==> src/pva_pkg.sv <==
// types and constants of the polyphonic voice allocator
// no dependencies; used by the sequencer, the top level and the testbench
package pva_pkg;

    // largest legal note number and velocity
    localparam logic [7:0] NOTE_MAX   = 8'd127;
    // note value of a freed slot
    localparam logic [7:0] EMPTY_NOTE = 8'hFF;

    // event kinds
    typedef enum logic [1:0] {
        FUNC_NOTE_ON    = 2'd0,
        FUNC_NOTE_OFF   = 2'd1,
        FUNC_VOICE_DONE = 2'd2
    } t_func;

    // sequencer states
    typedef enum logic [2:0] {
        ST_IDLE,
        ST_SRCH_RD,
        ST_SRCH_CMP,
        ST_SHIFT_RD,
        ST_SHIFT_WR,
        ST_RESP
    } t_state;

    // one slot of the voice table as held in memory
    typedef struct packed {
        logic [7:0] note;
        logic [6:0] level;
        logic       releasing;
    } t_entry;

    // one result transaction
    typedef struct packed {
        logic       status;
        logic [2:0] slot;
        logic       found;
        logic       allocated;
        logic       dropped;
        logic [3:0] active_count;
    } t_result;

endpackage

==> src/pva_if.sv <==
// channel interfaces of the voice allocator: event in, result out
// depends on nothing; valid/ready handshake with source and sink modports
interface pva_in_if;
    logic       valid;
    logic       ready;
    logic [1:0] func;
    logic [7:0] note;
    logic [7:0] velocity;
    logic [2:0] voice_index;

    modport source (output valid, func, note, velocity, voice_index, input ready);
    modport sink   (input valid, func, note, velocity, voice_index, output ready);
endinterface

interface pva_out_if;
    logic       valid;
    logic       ready;
    logic       status;
    logic [2:0] slot;
    logic       found;
    logic       allocated;
    logic       dropped;
    logic [3:0] active_count;

    modport source (output valid, status, slot, found, allocated, dropped, active_count,
                    input ready);
    modport sink   (input valid, status, slot, found, allocated, dropped, active_count,
                    output ready);
endinterface

==> src/polyphonic_voice_allocator_unit.sv <==
// sequence: an invalid event goes from idle straight to the result state; a search
// visits each active slot with a read state and then a compare state, since the
// table memory has a registered read.
// throughput: one event at a time, next event taken the cycle after its result
// moves to the output register.
// reset: synchronous, active low; clears voice count, sequencer, output valid.
module polyphonic_voice_allocator_unit #(
    parameter int VOICES = 8
) (
    input  logic    i_clk,
    input  logic    i_rst_n,
    pva_in_if.sink  i_evt,
    pva_out_if.source o_res
);

    localparam int IW = (VOICES > 1) ? $clog2(VOICES) : 1;

    logic             w_wr_en;
    logic [IW-1:0]    w_wr_addr;
    pva_pkg::t_entry  w_wr_data;
    logic             w_rd_en;
    logic [IW-1:0]    w_rd_addr;
    pva_pkg::t_entry  w_rd_data;
    logic             w_res_valid;
    logic             w_res_ready;
    pva_pkg::t_result w_res;
    logic             r_out_valid;
    pva_pkg::t_result r_out;

    // voice table
    pva_ram #(
        .WIDTH ($bits(pva_pkg::t_entry)),
        .DEPTH (VOICES)
    ) u_ram (
        .i_clk     (i_clk),
        .i_wr_en   (w_wr_en),
        .i_wr_addr (w_wr_addr),
        .i_wr_data (w_wr_data),
        .i_rd_en   (w_rd_en),
        .i_rd_addr (w_rd_addr),
        .o_rd_data (w_rd_data)
    );

    // event sequencer
    pva_seq #(
        .VOICES (VOICES)
    ) u_seq (
        .i_clk       (i_clk),
        .i_rst_n     (i_rst_n),
        .i_evt       (i_evt),
        .o_res_valid (w_res_valid),
        .i_res_ready (w_res_ready),
        .o_res       (w_res),
        .o_wr_en     (w_wr_en),
        .o_wr_addr   (w_wr_addr),
        .o_wr_data   (w_wr_data),
        .o_rd_en     (w_rd_en),
        .o_rd_addr   (w_rd_addr),
        .i_rd_data   (w_rd_data)
    );

    // output register, refilled in the cycle it is taken
    assign w_res_ready = !r_out_valid || o_res.ready;

    always_ff @(posedge i_clk) begin
        if (!i_rst_n) begin
            r_out_valid <= 1'b0;
        end else if (w_res_valid && w_res_ready) begin
            r_out_valid <= 1'b1;
        end else if (o_res.ready) begin
            r_out_valid <= 1'b0;
        end
    end

    always_ff @(posedge i_clk) begin
        if (w_res_valid && w_res_ready) begin
            r_out <= w_res;
        end
    end

    assign o_res.valid        = r_out_valid;
    assign o_res.status       = r_out.status;
    assign o_res.slot         = r_out.slot;
    assign o_res.found        = r_out.found;
    assign o_res.allocated    = r_out.allocated;
    assign o_res.dropped      = r_out.dropped;
    assign o_res.active_count = r_out.active_count;

endmodule

==> src/pva_ram.sv <==
// generic single write port, single read port ram with registered read
// no dependencies
module pva_ram #(
    parameter int WIDTH = 16,
    parameter int DEPTH = 8
) (
    input  logic                                   i_clk,
    input  logic                                   i_wr_en,
    input  logic [(DEPTH > 1 ? $clog2(DEPTH) : 1)-1:0] i_wr_addr,
    input  logic [WIDTH-1:0]                       i_wr_data,
    input  logic                                   i_rd_en,
    input  logic [(DEPTH > 1 ? $clog2(DEPTH) : 1)-1:0] i_rd_addr,
    output logic [WIDTH-1:0]                       o_rd_data
);

    logic [WIDTH-1:0] r_mem [DEPTH];
    logic [WIDTH-1:0] r_rd_data;

    // write port
    always_ff @(posedge i_clk) begin
        if (i_wr_en) begin
            r_mem[i_wr_addr] <= i_wr_data;
        end
    end

    // registered read port
    always_ff @(posedge i_clk) begin
        if (i_rd_en) begin
            r_rd_data <= r_mem[i_rd_addr];
        end
    end

    assign o_rd_data = r_rd_data;

endmodule

==> src/pva_seq.sv <==
// event sequencer: search, append, retrigger, release marking and shift-down of the table
// depends on pva_pkg, pva_if and a pva_ram instance driven by the top level
module pva_seq #(
    parameter int VOICES = 8
) (
    input  logic                   i_clk,
    input  logic                   i_rst_n,
    pva_in_if.sink                 i_evt,
    // result towards the output register
    output logic                   o_res_valid,
    input  logic                   i_res_ready,
    output pva_pkg::t_result       o_res,
    // table memory
    output logic                   o_wr_en,
    output logic [(VOICES > 1 ? $clog2(VOICES) : 1)-1:0] o_wr_addr,
    output pva_pkg::t_entry        o_wr_data,
    output logic                   o_rd_en,
    output logic [(VOICES > 1 ? $clog2(VOICES) : 1)-1:0] o_rd_addr,
    input  pva_pkg::t_entry        i_rd_data
);

    localparam int IW = (VOICES > 1) ? $clog2(VOICES) : 1;
    localparam int CW = $clog2(VOICES + 1);
    localparam int XW = (CW > 3) ? CW : 3;
    localparam logic [CW-1:0] VOICES_C = CW'(VOICES);

    pva_pkg::t_state  r_state, n_state;
    logic [CW-1:0]    r_count, n_count;
    logic [CW-1:0]    r_idx,   n_idx;
    logic [1:0]       r_func,  n_func;
    logic [7:0]       r_note,  n_note;
    logic [7:0]       r_vel,   n_vel;
    pva_pkg::t_result r_res,   n_res;
    logic [CW:0]      w_idx_inc;

    assign w_idx_inc = {1'b0, r_idx} + {{CW{1'b0}}, 1'b1};

    // state and control registers
    always_ff @(posedge i_clk) begin
        if (!i_rst_n) begin
            r_state <= pva_pkg::ST_IDLE;
            r_count <= '0;
        end else begin
            r_state <= n_state;
            r_count <= n_count;
        end
    end

    // event fields and result under construction
    always_ff @(posedge i_clk) begin
        r_idx  <= n_idx;
        r_func <= n_func;
        r_note <= n_note;
        r_vel  <= n_vel;
        r_res  <= n_res;
    end

    // next state, memory accesses and result fields
    always_comb begin
        n_state     = r_state;
        n_count     = r_count;
        n_idx       = r_idx;
        n_func      = r_func;
        n_note      = r_note;
        n_vel       = r_vel;
        n_res       = r_res;
        i_evt.ready = 1'b0;
        o_res_valid = 1'b0;
        o_wr_en     = 1'b0;
        o_wr_addr   = r_idx[IW-1:0];
        o_wr_data   = '0;
        o_rd_en     = 1'b0;
        o_rd_addr   = r_idx[IW-1:0];

        unique case (r_state)
            pva_pkg::ST_IDLE: begin
                i_evt.ready = 1'b1;
                if (i_evt.valid) begin
                    n_func                = i_evt.func;
                    n_note                = i_evt.note;
                    n_vel                 = i_evt.velocity;
                    n_idx                 = '0;
                    n_res                 = '0;
                    n_res.active_count    = 4'(r_count);
                    unique case (i_evt.func)
                        pva_pkg::FUNC_NOTE_ON: begin
                            if (i_evt.note > pva_pkg::NOTE_MAX ||
                                i_evt.velocity > pva_pkg::NOTE_MAX) begin
                                n_res.status = 1'b1;
                                n_state      = pva_pkg::ST_RESP;
                            end else begin
                                n_state = pva_pkg::ST_SRCH_RD;
                            end
                        end
                        pva_pkg::FUNC_NOTE_OFF: begin
                            if (i_evt.note > pva_pkg::NOTE_MAX) begin
                                n_res.status = 1'b1;
                                n_state      = pva_pkg::ST_RESP;
                            end else begin
                                n_state = pva_pkg::ST_SRCH_RD;
                            end
                        end
                        pva_pkg::FUNC_VOICE_DONE: begin
                            n_res.slot = i_evt.voice_index;
                            if (XW'(i_evt.voice_index) >= XW'(r_count)) begin
                                n_res.status = 1'b1;
                                n_state      = pva_pkg::ST_RESP;
                            end else begin
                                n_idx   = CW'(i_evt.voice_index);
                                n_state = pva_pkg::ST_SHIFT_RD;
                            end
                        end
                        default: begin
                            n_res.status = 1'b1;
                            n_state      = pva_pkg::ST_RESP;
                        end
                    endcase
                end
            end

            // issue a read of the next active slot, or finish the search and append a missed note-on
            pva_pkg::ST_SRCH_RD: begin
                if (r_idx < r_count) begin
                    o_rd_en = 1'b1;
                    n_state = pva_pkg::ST_SRCH_CMP;
                end else begin
                    n_state = pva_pkg::ST_RESP;
                    if (r_func == pva_pkg::FUNC_NOTE_ON) begin
                        if (r_count < VOICES_C) begin
                            o_wr_en             = 1'b1;
                            o_wr_addr           = r_count[IW-1:0];
                            o_wr_data.note      = r_note;
                            o_wr_data.level     = r_vel[6:0];
                            o_wr_data.releasing = 1'b0;
                            n_count             = w_idx_inc[CW-1:0];
                            n_res.slot          = 3'(r_count);
                            n_res.allocated     = 1'b1;
                            n_res.active_count  = 4'(w_idx_inc);
                        end else begin
                            n_res.dropped = 1'b1;
                        end
                    end
                end
            end

            // compare the slot read back, retrigger or mark releasing on a match
            pva_pkg::ST_SRCH_CMP: begin
                if (i_rd_data.note == r_note) begin
                    n_res.found = 1'b1;
                    n_res.slot  = 3'(r_idx);
                    o_wr_en     = 1'b1;
                    if (r_func == pva_pkg::FUNC_NOTE_ON) begin
                        o_wr_data.note      = r_note;
                        o_wr_data.level     = r_vel[6:0];
                        o_wr_data.releasing = 1'b0;
                    end else begin
                        o_wr_data           = i_rd_data;
                        o_wr_data.releasing = 1'b1;
                    end
                    n_state = pva_pkg::ST_RESP;
                end else begin
                    n_idx   = w_idx_inc[CW-1:0];
                    n_state = pva_pkg::ST_SRCH_RD;
                end
            end

            // read the slot above, or clear the freed top slot
            pva_pkg::ST_SHIFT_RD: begin
                if (w_idx_inc < {1'b0, r_count}) begin
                    o_rd_en   = 1'b1;
                    o_rd_addr = w_idx_inc[IW-1:0];
                    n_state   = pva_pkg::ST_SHIFT_WR;
                end else begin
                    o_wr_en             = 1'b1;
                    o_wr_data.note      = pva_pkg::EMPTY_NOTE;
                    o_wr_data.level     = '0;
                    o_wr_data.releasing = 1'b0;
                    n_count             = r_count - CW'(1);
                    n_res.active_count  = 4'(r_count - CW'(1));
                    n_state             = pva_pkg::ST_RESP;
                end
            end

            // move the slot above down by one
            pva_pkg::ST_SHIFT_WR: begin
                o_wr_en   = 1'b1;
                o_wr_data = i_rd_data;
                n_idx     = w_idx_inc[CW-1:0];
                n_state   = pva_pkg::ST_SHIFT_RD;
            end

            // hand the result to the output register
            pva_pkg::ST_RESP: begin
                o_res_valid = 1'b1;
                if (i_res_ready) begin
                    n_state = pva_pkg::ST_IDLE;
                end
            end

            default: begin
                n_state = pva_pkg::ST_IDLE;
            end
        endcase
    end

    assign o_res = r_res;

endmodule

==> src/flat_wrapper.sv <==
// flat-port wrapper written by rule: the top's interface ports become plain ports
module polyphonic_voice_allocator_unit_flat 
#(
    parameter int VOICES = 8
)
  (i_clk, i_rst_n, i_evt_valid, i_evt_func, i_evt_note, i_evt_velocity, i_evt_voice_index, i_evt_ready, o_res_valid, o_res_status, o_res_slot, o_res_found, o_res_allocated, o_res_dropped, o_res_active_count, o_res_ready);
  pva_in_if i_evt_i ();
  pva_out_if o_res_i ();
  input  logic i_clk;
  input  logic i_rst_n;
  input wire logic [$bits(i_evt_i.valid)-1:0] i_evt_valid;
  input wire logic [$bits(i_evt_i.func)-1:0] i_evt_func;
  input wire logic [$bits(i_evt_i.note)-1:0] i_evt_note;
  input wire logic [$bits(i_evt_i.velocity)-1:0] i_evt_velocity;
  input wire logic [$bits(i_evt_i.voice_index)-1:0] i_evt_voice_index;
  output wire logic [$bits(i_evt_i.ready)-1:0] i_evt_ready;
  output wire logic [$bits(o_res_i.valid)-1:0] o_res_valid;
  output wire logic [$bits(o_res_i.status)-1:0] o_res_status;
  output wire logic [$bits(o_res_i.slot)-1:0] o_res_slot;
  output wire logic [$bits(o_res_i.found)-1:0] o_res_found;
  output wire logic [$bits(o_res_i.allocated)-1:0] o_res_allocated;
  output wire logic [$bits(o_res_i.dropped)-1:0] o_res_dropped;
  output wire logic [$bits(o_res_i.active_count)-1:0] o_res_active_count;
  input wire logic [$bits(o_res_i.ready)-1:0] o_res_ready;
  assign i_evt_i.valid = i_evt_valid;
  assign i_evt_i.func = i_evt_func;
  assign i_evt_i.note = i_evt_note;
  assign i_evt_i.velocity = i_evt_velocity;
  assign i_evt_i.voice_index = i_evt_voice_index;
  assign i_evt_ready = i_evt_i.ready;
  assign o_res_valid = o_res_i.valid;
  assign o_res_status = o_res_i.status;
  assign o_res_slot = o_res_i.slot;
  assign o_res_found = o_res_i.found;
  assign o_res_allocated = o_res_i.allocated;
  assign o_res_dropped = o_res_i.dropped;
  assign o_res_active_count = o_res_i.active_count;
  assign o_res_i.ready = o_res_ready;
  polyphonic_voice_allocator_unit #(.VOICES(VOICES)) u_core (.i_clk(i_clk), .i_rst_n(i_rst_n), .i_evt(i_evt_i), .o_res(o_res_i));
endmodule
==> config.mk <==
export PLATFORM = sky130hd
export DESIGN_NAME = polyphonic_voice_allocator_unit_flat
export DESIGN_NICKNAME = d
export VERILOG_FILES = /design/src/pva_pkg.sv /design/src/pva_if.sv /design/src/polyphonic_voice_allocator_unit.sv /design/src/pva_ram.sv /design/src/pva_seq.sv /design/src/flat_wrapper.sv
export SDC_FILE = /design/constraint.sdc
export NUM_CORES = 1
export LEC_CHECK = 0
export ABC_AREA = 1
export ABC_CLOCK_PERIOD_IN_PS = 3400
export CAP_MARGIN = 20
export CORE_MARGIN = 5
export CORE_UTILIZATION = 45
export CTS_CLUSTER_SIZE = 40
export DETAILED_ROUTE_END_ITERATION = 10
export DONT_BUFFER_PORTS = 1
export PLACE_DENSITY_LB_ADDON = 0.05
export SLEW_MARGIN = 40
export SYNTH_ARGS = -nofsm -noshare
export SYNTH_HDL_FRONTEND = slang
export SYNTH_SLANG_ARGS = --single-unit
export TNS_END_PERCENT = 30
==> constraint.sdc <==
create_clock -name i_clk -period 3.4 [get_ports i_clk]
set_input_delay 0.17 -clock i_clk [delete_from_list [all_inputs] [get_ports i_clk]]
set_output_delay 0.17 -clock i_clk [all_outputs]
set_load 0.03 [all_outputs]
==> impl_results.md, run 1 <==
* Largest net degree at the start of global routing at 33
* Yosys warns at 0
* Clock sink count at 116
* GRT Residual Overflow at 0
* Slowest-stage cell, CP: edfxtp_1
* Crit path max fanout at 32
* Critical Path AT at 3.07 ns
* # nets final at 650
* Detailed Route WL at 13430 um
* Highest metal used: met4
* Worst Setup Path Type: reg -> reg
* Setup TNS at 0 ns
* First-pass GRT wire length at 21480 um
* Port Buf Inserts at 0
* Syn Area/Cell at 9.916 sq um
* Critical Path End Type: flip-flop
* Routability cong. at 0.9107
* Count leader, synth: nand2_1
* Max Freq at 356.6 MHz
* Num CTS Buffers at 17
* R2R cell count at 14
* Leak at 2.856 nW
* CTS HTree Levels at 4
* Gr usage total at 0.1959
* P_int at 4.099 mW
* Final Hold Fails at 0
* Hpwl dp at 9156 um
* Worst hold stages at 2
* Reg-to-reg slack, setup at 0.60 ns
* PwrDens at 994.0 mW/mm^2
* Initial core utilization at 0.4555
* Via-to-Cell Ratio at 5.119
* Worst skew pair latency at 0.42 ns
* Hold Crit Start: i_evt_voice_index[1]
* Final-report setup violation count at 0
* Ports at 38
* Top post-synthesis cells by area: edfxtp_1 (57%), nand2_1 (8.0%), nand3_1 (7.1%)
* Worst Hold End: u_core.u_seq.o_res[8]
* Met2 routed WL at 6177 um
* Gate family responsible for the most delay along the worst path: simple AND/OR/NAND/NOR gates
* Cells after synthesis at 575
* Syn Std Cell Area at 0.005702 sq mm
* Most used DFF post-synth: edfxtp_1
* Antenna diodes at 0
* DR WL met3 at 813 um
* R2r startpoint: u_core.u_seq.r_idx[1]
* Area growth, synth to finish at 18.24%
* Relative slew margins at 0.4972
* RR Endpoint: u_core.u_ram.o_rd_data[14]
* Final ANT Viol Nets at 0
* TritonRoute pass-1 iters at 5
* Worst vdd ir at 446.2 uV
* Power share of the clock group at 0.274
* Post-synth top area share at 0.5688
* Syn Nets at 611
* Layout Skew at 0.008543 ns
* Die Height at 122.6 um
* Post-synth top cells: nand2_1 (122), edfxtp_1 (108), inv_1 (97)
* Row cnt at 41
* DP Area at 0.006007 sq mm
* Slew Viols, Final at 0
* DR DRC count at 0
* Clk buf depth at 2
* Share of cells above drive strength 1 at 0.1292
* Worst Tran Pin Value at 0.7437 ns
* Critical Path Most Common Cell: nand2_1
* Seq/Total Area, Yosys at 0.5969
* Root Driver: clkbuf_16
* CTS tree: done
* Number of global-route vias before repair at 4043
* Sequential power share at 0.344
* Status: finished, final reports clean
* FFs w/ async S/R, synth at 0
* Max Cap Violations at 0
* Hold WC Path Type: in -> reg
* Fin crit share at 0.8248
* Met1 WL at 6282 um
* Synth cell types at 40
* WP data required at 3.67 ns
* Drt wl/cell at 16.81 um
* Initial antenna violation count at 0
* Cell taking the most area after synthesis: edfxtp_1
* Post-synth EDFFs at 108
* Finished Cell Area at 0.006741 sq mm
* RSZ-0062 raised after global routing: no
* Period minus WS final at 2.804 ns
* Worst-path clk slew at 0.05 ns
* Yosys reg bits at 116
* Worst Setup Start Kind: flip-flop
* Psw at 2.603 mW
* Switching Fraction at 0.3884
* DRT iter0 DRCs at 299
* Total power at 6.701 mW
* CP Cell Sequence: ha_1 > xor2_1 > ha_1 > a21oi_1 > nand2_1 > nand2_4 > nand3_4 > nand2_4 > nand2_4 > nand2_1 > nand3_1 > nand2_1 > nand2_1 > nand2_1
* Die width at 122.6 um
* # fillers at 1145
* Buf/Inv on CP at 0
* Comb power frac at 0.383
* Largest stage delay, worst path at 0.45 ns
* Core area at 0.01252 sq mm
* Die area at 0.01502 sq mm
* Via count at 4090
==> layout by cell type (no fill, tap or decap), types with 2 or more instances in the layout <==
master           n
buf_4           19
o21ai_0         24
inv_6            2
nor2_4           2
nand2_4          3
nand4_1          4
inv_1           97
clkbuf_16       17
o22ai_1          2
nand2_2          3
inv_2            6
o221ai_1         6
clkinv_1         4
clkinvlp_4       3
nand3_1         81
o21ai_4          2
ha_1            11
nand2_1        122
edfxtp_1       108
nor3_1           8
nand3b_1         8
a21oi_1         11
bufinv_16        4
clkinv_2         3
xnor2_1          5
nor3_2           5
nor2_1          25
dlygate4sd3_1   12
dfxtp_1          8
or2_2            3
o21ai_2          3
nor2_2           2
==> state kept, by name (all words and copies together) (netlist names), 3 cells and up <==
signal                     cells
u_core.u_seq.r_idx             4
u_core.u_seq.o_res            11
u_core.u_seq.r_state           3
u_core.u_seq.r_count           4
u_core.u_ram.o_rd_data         8
u_core.u_ram.r_mem            64
u_core.u_seq.r_note            8
u_core.o_res.active_count      4
u_core.o_res.slot              3
==> worst max path at each step <==
stage	slack (ns)	to	startpoint	cells after the start
3_3_place_gp	0.29	u_core.u_ram.r_mem[6][12]	u_core.u_seq.r_idx[1]	10
6_report	0.60	u_core.u_ram.o_rd_data[14]	u_core.u_seq.r_idx[1]	14
5_1_grt	0.29	u_core.u_ram.o_rd_data[14]	u_core.u_seq.r_idx[1]	14
2_1_floorplan	0.57	u_core.u_ram.r_mem[0][10]	u_core.u_seq.r_idx[0]	9
3_5_place_dp	0.60	u_core.u_ram.r_mem[7][15]	u_core.u_seq.r_idx[1]	10
4_1_cts	0.58	u_core.u_ram.o_rd_data[14]	u_core.u_seq.r_idx[1]	14
==> cell type report <==
type / count / area [sq um] / share of cell area
Clock buffer: 17 / 425.4 / 0.06310
Clock inverter: 15 / 186.4 / 0.02765
Inverter: 104 / 390.4 / 0.05791
Multi-Input combinational cell: 343 / 1838 / 0.2726
Sequential cell: 116 / 3403 / 0.5048
Tap cell: 172 / 215.2 / 0.03192
Timing Repair Buffer: 32 / 282.8 / 0.04195
==> per-stage QoR <==
step | setup WS, ns | cells | util | hold slack, ns
2_1_floorplan | 0.5670 | 575 | - | 0.2689
3_3_place_gp | 0.2935 | 755 | 0.4785 | 0.2689
3_5_place_dp | 0.6050 | 755 | 0.4799 | 0.2689
4_1_cts | 0.5807 | 799 | 0.5384 | 0.02121
5_1_grt | 0.2882 | 799 | 0.5386 | 0.02372
6_report | 0.5957 | 799 | 0.5386 | 0.04612
==> worst register-to-register path, delay by kind of cell, from the launching register on <==
family | cells | cell delay, ns
compound gates | 1 | 0.14
flops | 1 | 0.45
fa+ha+maj | 2 | 0.55
simple gates | 10 | 1.34
xor+xnor | 1 | 0.16
==> power groups by stage <==
stage	clock, mW	combinational, mW	sequential, mW
2_1_floorplan	0	1.81	2.28
3_3_place_gp	0	2.49	2.32
3_5_place_dp	0	2.52	2.33
4_1_cts	1.87	2.56	2.30
5_1_grt	1.94	2.89	2.33
6_report	1.83	2.56	2.30
==> routing by layer <==
| metal | vias to the layer above | global-route usage |
|---|---|---|
| met1 | 1934 | 0.2691 |
| met3 | 11 | 0.04885 |
| met5 | - | 0 |
| met4 | 0 | 0.06368 |
| met2 | 123 | 0.3061 |
| li1 | 2022 | - |
==> what timing repair did <==
action | 4_1_cts | 5_1_grt
gates resized for setup | 0 | 0
endpoints found under the hold margin | 18 | 0
buffers inserted | 0 | 0
hold buffers | 12 | 0
==> cell families after synthesis <==
group	count (synthesis)	synth area share
and+or+nand+nor	271	0.2230
buffers and inverters	116	0.08426
DFF	116	0.5969
AOI/OAI and AO/OA	55	0.06254
adders and majority gates	11	0.02414
xor gates and xnor gates	6	0.009217
Note: power is estimated with default switching activity, not from simulation.
==> run 2, diff against run 1 <==
--- a/config.mk
+++ b/config.mk
@@ -5,8 +5,8 @@
 export SDC_FILE = /design/constraint.sdc
 export NUM_CORES = 1
 export LEC_CHECK = 0
-export ABC_AREA = 1
-export ABC_CLOCK_PERIOD_IN_PS = 3400
+export ABC_AREA = 0
+export ABC_CLOCK_PERIOD_IN_PS = 2400
 export CAP_MARGIN = 20
 export CORE_MARGIN = 5
 export CORE_UTILIZATION = 45
==> constraint.sdc (replaced) <==
create_clock -name i_clk -period 2.4 [get_ports i_clk]
set_input_delay 0.12 -clock i_clk [delete_from_list [all_inputs] [get_ports i_clk]]
set_output_delay 0.12 -clock i_clk [all_outputs]
set_load 0.03 [all_outputs]
==> run 2 against run 1 <==
Compared with the run above:
- the flow now finishes with violations (setup timing)
- non-clock buffer count increased by 71
- setup slack got worse by 1.2 ns
- wire length increased by 11%
- cell count decreased by 13%
- register-to-register slack got worse by 1.2 ns
- sequential power increased by 43%
- area after synthesis decreased by 4.5%
- largest power group unchanged
- via count decreased by 1.2%
- total power increased by 73%
- synthesized cell count decreased by 24%
- first-iteration DRC count decreased by 11%
==> impl_results.md, run 2 <==
* Antenna diodes at 0 (unchanged)
* Die width at 120.0 um (-2.1%)
* Syn Nets at 473 (-23%)
* Top post-synthesis cells by area: edfxtp_1 (60%), a2111oi_0 (5.1%), and3_1 (4.0%)
* R2r startpoint: u_core.u_seq.r_idx[0]
* Count leader, synth: edfxtp_1
* Row cnt at 40 (-2.4%)
* Util after Layout at 0.6681 (+0.1295)
* Fin crit share at 1.233 (+0.4080)
* Ports at 38 (unchanged)
* Dpl cells at 621 (-18%)
* Synth cell types at 54 (+35%)
* Share of cells above drive strength 1 at 0.3963 (+0.2671)
* Critical Path AT at 3.15 ns (+0.08 ns)
* CTS tree: done
* Finished Cell Area at 0.007958 sq mm (+18%)
* Leak at 2.747 nW (-3.8%)
* Syn Std Cell Area at 0.005443 sq mm (-4.5%)
* Critical Path End Type: flip-flop
* Max Freq at 338.0 MHz (-5.2%)
* Clock sink count at 116 (unchanged)
* Slack of the critical path at -0.5588 ns (-1.154 ns)
* Clk buf depth at 2 (unchanged)
* Initial antenna violation count at 0 (unchanged)
* Cells after synthesis at 437 (-24%)
* Gr usage total at 0.2090 (+0.01313)
* Biggest register: u_core.u_ram.r_mem
* RSZ-0062 raised after global routing: yes
* Largest net degree at the start of global routing at 33 (unchanged)
* Period minus WS final at 2.959 ns (+0.1545 ns)
* Syn Area/Cell at 12.45 sq um (+26%)
* Core area at 0.01191 sq mm (-4.8%)
* Hold Crit Start: i_evt_valid
* FF/Latch Area at 0.003403 sq mm (unchanged)
* Die Height at 120.0 um (-2.1%)
* Worst Setup Start Kind: flip-flop
* DP Area at 0.006406 sq mm (+6.6%)
* Leading cell type in the layout, fill and taps excluded: edfxtp_1
* Final-report setup violation count at 157 (+157)
* Routability cong. at 0.8761 (-3.8%)
* PwrDens at 1455 mW/mm^2 (+46%)
* Num CTS Buffers at 17 (unchanged)
* Worst-path clk slew at 0.05 ns (about the same)
* DR DRC count at 0 (unchanged)
* Final Hold Fails at 0 (unchanged)
* Yosys warns at 0 (unchanged)
* Detailed Route WL at 14960 um (+11%)
* Worst setup path start: u_core.u_seq.r_idx[0]
* Initial core utilization at 0.4569 (+0.001415)
* Crit path max fanout at 17 (-47%)
* DRT iter0 DRCs at 266 (-11%)
* Post-synth top area share at 0.5959 (+0.02707)
* Drt wl/cell at 21.61 um (+29%)
* WP data required at 2.59 ns (-1.08 ns)
* First-pass GRT wire length at 22710 um (+5.7%)
* # nets final at 568 (-13%)
* Hold WC Path Type: in -> reg
* Yosys reg bits at 116 (unchanged)
* Area of the multi-input gates at 0.002796 sq mm (+52%)
* FFs w/ async S/R, synth at 0 (unchanged)
* Final ANT Viol Nets at 0 (unchanged)
* WHS at 0.03294 ns (-0.01318 ns)
* Relative slew margins at 0.4771 (-0.02016)
* Number of global-route vias before repair at 3953 (-2.2%)
* Worst slack at placement at -0.6895 ns (-1.295 ns)
* Largest register FFs at 64 (unchanged)
* Die area at 0.01439 sq mm (-4.2%)
* Worst Tran Pin Value at 0.7828 ns (+0.03911 ns)
* Via count at 4040 (-1.2%)
* Worst Setup Path Type: reg -> reg
* Max Cap Violations at 0 (unchanged)
* Hpwl dp at 9868 um (+7.8%)
* Layout Skew at 0.006451 ns (-0.002091 ns)
* Slew Viols, Final at 0 (unchanged)
* Via-to-Cell Ratio at 5.838 (+14%)
* Worst skew pair latency at 0.42 ns (about the same)
* TritonRoute pass-1 iters at 5 (unchanged)
* Seq/Total Area, Yosys at 0.6253 (+0.02840)
* Status: finished, violations left
* Fin cells at 692 (-13%)
* Most frequent cells in the layout: edfxtp_1 (108), buf_4 (67), and3_1 (29)
* GRT Residual Overflow at 0 (unchanged)
* Root Driver: clkbuf_16
* Worst vdd ir at 1141 uV (+160%)
* Most used DFF post-synth: edfxtp_1
* Cell taking the most area after synthesis: edfxtp_1
* Post-synth EDFFs at 108 (unchanged)
* # fillers at 836 (-27%)
* Port Buf Inserts at 0 (unchanged)
* Area growth, synth to finish at 46.21%
* Failing checks: setup timing
* Post-synth top cells: edfxtp_1 (108), nor2_1 (37), and3_1 (35)
* CTS HTree Levels at 4 (unchanged)
run 2: path summary, 6_finish.rpt:
path	endpoint	slack, ns	cells after the start
max reg2reg	u_core.u_ram.o_rd_data[15]	-0.56	11
max	u_core.u_ram.o_rd_data[15]	-0.56	11
min reg2reg	u_core.o_res.slot[1]	0.42	0
min	u_core.u_seq.r_state[1]	0.03	2
run 2: timing repair:
item	4_1_cts	5_1_grt
hold buffers	16	0
endpoints found under the hold margin	21	0
setup buffers	7	17
endpoints found under the setup margin	155	156
resized for setup	50	44
pin swaps	10	15
cloned	0	0
run 2: kinds of logic after synthesis:
| logic type | synth area share |
|---|---|
| and+or+nand+nor | 0.1418 |
| muxes | 0.009655 |
| AOI/OAI and AO/OA | 0.1418 |
| DFF | 0.6253 |
| adders and majority gates | 0.02529 |
| buffers and inverters | 0.03540 |
| xor gates and xnor gates | 0.02069 |
run 2: final cells by class:
type / instances / area share
multi-input cells: 281 / 0.3514
repair buffers: 103 / 0.1226
flip-flops and latches: 116 / 0.4277
clock inverters: 13 / 0.01462
well taps: 147 / 0.02311
clock buffers: 19 / 0.05440
inverters: 13 / 0.006132
run 2: routing by layer:
layer | vias to the layer above | part of all wire | track usage
li1 | 1901 | - | -
met1 | 1989 | 0.49 | 0.3189
met2 | 134 | 0.44 | 0.2901
met3 | 16 | 0.058 | 0.04383
met4 | 0 | 0.012 | 0.08017
met5 | - | 0 | 0
run 2: critical path, stage by stage (launching register included):
cell	delay [ns]
edfxtp_1	0.48
ha_4	0.23
xnor2_4	0.14
inv_2	0.07
ha_4	0.21
o21a_1	0.21
o31a_1	0.17
or3_4	0.38
nand2_2	0.16
buf_12	0.20
a2111oi_2	0.09
nor4_2	0.39
run 2: stage by stage:
step	TNS [ns]	total power, mW
after floorplan	-41.00	6.134
after global placement	-53.45	7.796
after detailed placement	-59.58	7.815
after CTS	-36.55	10.80
after global routing	-53.46	12.16
final	-37.13	11.58
run 2: power by group:
part	switching [mW]	internal, mW
Sequential	0.306	2.97
Clock	0.869	1.50
Combinational	3.31	2.62
Total	4.49	7.09
==> run 3, diff against run 2 <==
--- a/config.mk
+++ b/config.mk
@@ -7,13 +7,12 @@
 export LEC_CHECK = 0
 export ABC_AREA = 0
 export ABC_CLOCK_PERIOD_IN_PS = 2400
-export CAP_MARGIN = 20
 export CORE_MARGIN = 5
 export CORE_UTILIZATION = 45
 export CTS_CLUSTER_SIZE = 40
 export DETAILED_ROUTE_END_ITERATION = 10
 export DONT_BUFFER_PORTS = 1
-export PLACE_DENSITY_LB_ADDON = 0.05
+export PLACE_DENSITY = 0.72
 export SLEW_MARGIN = 40
 export SYNTH_ARGS = -nofsm -noshare
 export SYNTH_HDL_FRONTEND = slang
==> run 3 against run 2 <==
Compared with the run above:
- the flow still finishes with violations (setup timing)
- clock skew is 0.0062 ns higher
- non-clock buffer count rose by 18
- via count grew 20%
- wire length is 38% higher
- critical path depth increased by 1
- first-iteration DRC count increased to 3.2 times the previous value
- core utilization rose by 3.9 points
- critical endpoint is now u_core.u_ram.o_rd_data[14]
- largest cell class unchanged
==> impl_results.md, run 3 (same netlist as run 2, synthesis figures left out) <==
* Status: finished, violations left
* Failing checks: setup timing
* Leading cell type in the layout, fill and taps excluded: edfxtp_1
* Slew Viols, Final at 0 (unchanged)
* Routability cong. at 0.8944 (+2.1%)
* Sequential power share at 0.258 (-0.025)
* PwrDens at 1534 mW/mm^2 (+5.4%)
* Initial core utilization at 0.4569 (unchanged)
* GRT Residual Overflow at 0 (unchanged)
* Critical Path AT at 3.23 ns (+0.08 ns)
* Period minus WS final at 3.086 ns (+0.1269 ns)
* Power share of the clock group at 0.192 (-0.013)
* Via count at 4863 (+20%)
* Largest net degree at the start of global routing at 33 (unchanged)
* Psw at 5.386 mW (+20%)
* WP data required at 2.55 ns (-0.04 ns)
* CTS HTree Levels at 4 (unchanged)
* Die width at 120.0 um (unchanged)
* R2R cell count at 12 (+1)
* Ports at 38 (unchanged)
* Hold Crit Start: i_evt_note[7]
* Largest register FFs at 64 (unchanged)
* Fin crit share at 1.286 (+0.05288)
* Switching Fraction at 0.4167 (+0.02903)
* Max Cap Violations at 0 (unchanged)
* Drt wl/cell at 28.99 um (+34%)
* Antenna diodes at 0 (unchanged)
* Leak at 2.881 nW (+4.9%)
* DR DRC count at 0 (unchanged)
* Worst Setup Path Type: reg -> reg
* Relative slew margins at 0.4287 (-0.04832)
* CP Cell Sequence: ha_4 > xnor2_4 > inv_2 > ha_4 > o21a_1 > o31a_1 > or3_4 > buf_4 > clkbuf_16 > and3_4 > a2111oi_4 > nor4_1
* Slowest-stage cell, CP: edfxtp_1
* Die area at 0.01439 sq mm (unchanged)
* First-pass GRT wire length at 25320 um (+11%)
* Comb power frac at 0.550 (+0.038)
* Worst Hold End: u_core.u_seq.o_res[10]
* Finished Cell Area at 0.008428 sq mm (+5.9%)
* Slack of the critical path at -0.6857 ns (-0.1269 ns)
* WHS at 0.01212 ns (-0.02083 ns)
* Via-to-Cell Ratio at 6.840 (+17%)
* Final-report setup violation count at 160 (+1.9%)
* TritonRoute pass-1 iters at 9 (+4)
* DRT iter0 DRCs at 851 (+220%)
* Worst Tran Pin Value at 0.8551 ns (+0.07232 ns)
* # nets final at 587 (+3.3%)
* Crit path max fanout at 12 (-5)
* Worst-path clk slew at 0.06 ns (about the same)
* Gr usage total at 0.2327 (+0.02372)
* Clk buf depth at 2 (unchanged)
* CTS tree: done
* P_int at 7.540 mW (+6.3%)
* Final Hold Fails at 0 (unchanged)
* RSZ-0062 raised after global routing: yes
* Clock sink count at 116 (unchanged)
* RR Endpoint: u_core.u_ram.o_rd_data[14]
* Critical Path Most Common Cell: ha_4
* Row cnt at 40 (unchanged)
* Hold WC Path Type: in -> reg
* Root Driver: clkbuf_16
* Worst Setup Start Kind: flip-flop
* Num CTS Buffers at 17 (unchanged)
* DP Area at 0.006346 sq mm (-0.94%)
* Reg-to-reg slack, setup at -0.69 ns (-0.13 ns)
* Layout Skew at 0.01267 ns (+0.006215 ns)
* Initial antenna violation count at 0 (unchanged)
* Detailed Route WL at 20610 um (+38%)
* Area growth, synth to finish at 54.85%
* Share of cells above drive strength 1 at 0.4397 (+0.04339)
* Max Freq at 324.1 MHz (-4.1%)
* Number of global-route vias before repair at 4368 (+10%)
* Critical Path End Type: flip-flop
* Port Buf Inserts at 0 (unchanged)
* # fillers at 617 (-26%)
* Most frequent cells in the layout: edfxtp_1 (108), buf_4 (72), and3_1 (25)
* Largest stage delay, worst path at 0.48 ns (about the same)
* Worst vdd ir at 730.5 uV (-36%)
* Hpwl dp at 9506 um (-3.7%)
* Worst skew pair latency at 0.42 ns (about the same)
* Final ANT Viol Nets at 0 (unchanged)
* Biggest register: u_core.u_ram.r_mem
* Core area at 0.01191 sq mm (unchanged)
* Die Height at 120.0 um (unchanged)
* Worst hold stages at 2 (unchanged)
* R2r startpoint: u_core.u_seq.r_idx[0]
==> run 3: through the flow <==
stage          power [mW]  setup slack [ns]  cells  utilization  TNS, ns
6_report            12.93           -0.6857    711       0.7076   -58.02
5_1_grt             13.32           -0.7931    711       0.7076   -67.72
4_1_cts             11.41           -0.5218    700       0.6579   -41.59
3_5_place_dp        7.615           -0.6522    614       0.5328   -64.46
3_3_place_gp        7.498           -0.6950    614       0.5324   -71.72
2_1_floorplan       6.134           -0.4285    437            -   -41.00
==> run 3: layout make-up <==
class	count	area, sq um	area share
timing repair buffer	121	1219	0.1446
tap	147	183.9	0.02182
clock inverter	14	136.4	0.01618
multi-input combinational	282	3008	0.3569
inverter	13	48.80	0.005790
clock buffer	18	429.2	0.05092
sequential	116	3403	0.4038
==> run 3: how the worst max path moves through the flow <==
| stage | from | end | depth (start not counted) |
|---|---|---|---|
| global route | u_core.u_seq.r_idx[0] | u_core.u_ram.o_rd_data[15] | 12 |
| detailed placement | u_core.u_seq.r_idx[1] | u_core.u_ram.o_rd_data[9] | 10 |
| CTS | u_core.u_seq.r_idx[1] | u_core.u_ram.o_rd_data[10] | 11 |
| global placement | u_core.u_seq.r_idx[1] | u_core.u_ram.r_mem[6][13] | 7 |
| floorplan | u_core.u_seq.r_idx[1] | u_core.u_ram.o_rd_data[13] | 11 |
| finish | u_core.u_seq.r_idx[0] | u_core.u_ram.o_rd_data[14] | 12 |
==> run 3: power groups by stage <==
stage               combinational (mW)  clock, mW  sequential (mW)
global placement                  4.24          0             3.26
CTS                               5.72       2.44             3.25
detailed placement                4.34          0             3.27
global route                      7.39       2.59             3.35
floorplan                         2.93          0             3.20
finish                            7.12       2.48             3.33
==> run 3: what timing repair did <==
item | CTS | global route
hold buffers | 16 | 0
pin swaps | 19 | 29
buffers inserted | 38 | 14
resized for setup | 62 | 63
hold endpoints to repair | 21 | 0
endpoints found under the setup margin | 153 | 159
cloned | 0 | 4
==> run 3: worst max-delay path: cells and delay by family (launching register included) <==
family	cells	cell delay [ns]
xor gates and xnor gates	1	0.15
AOI/OAI and AO/OA	3	0.63
adders and majority gates	2	0.44
and+or+nand+nor	3	0.70
buffers and inverters	3	0.40
DFF	1	0.48
==> run 3: metal layers <==
layer  vias up  part of all wire  global-route usage
met2       464              0.47              0.3576
met5         -                 0                   0
met3       131              0.12             0.06833
met1      2322              0.36              0.3098
met4         0             0.058             0.09449
li1       1946                 -                   -
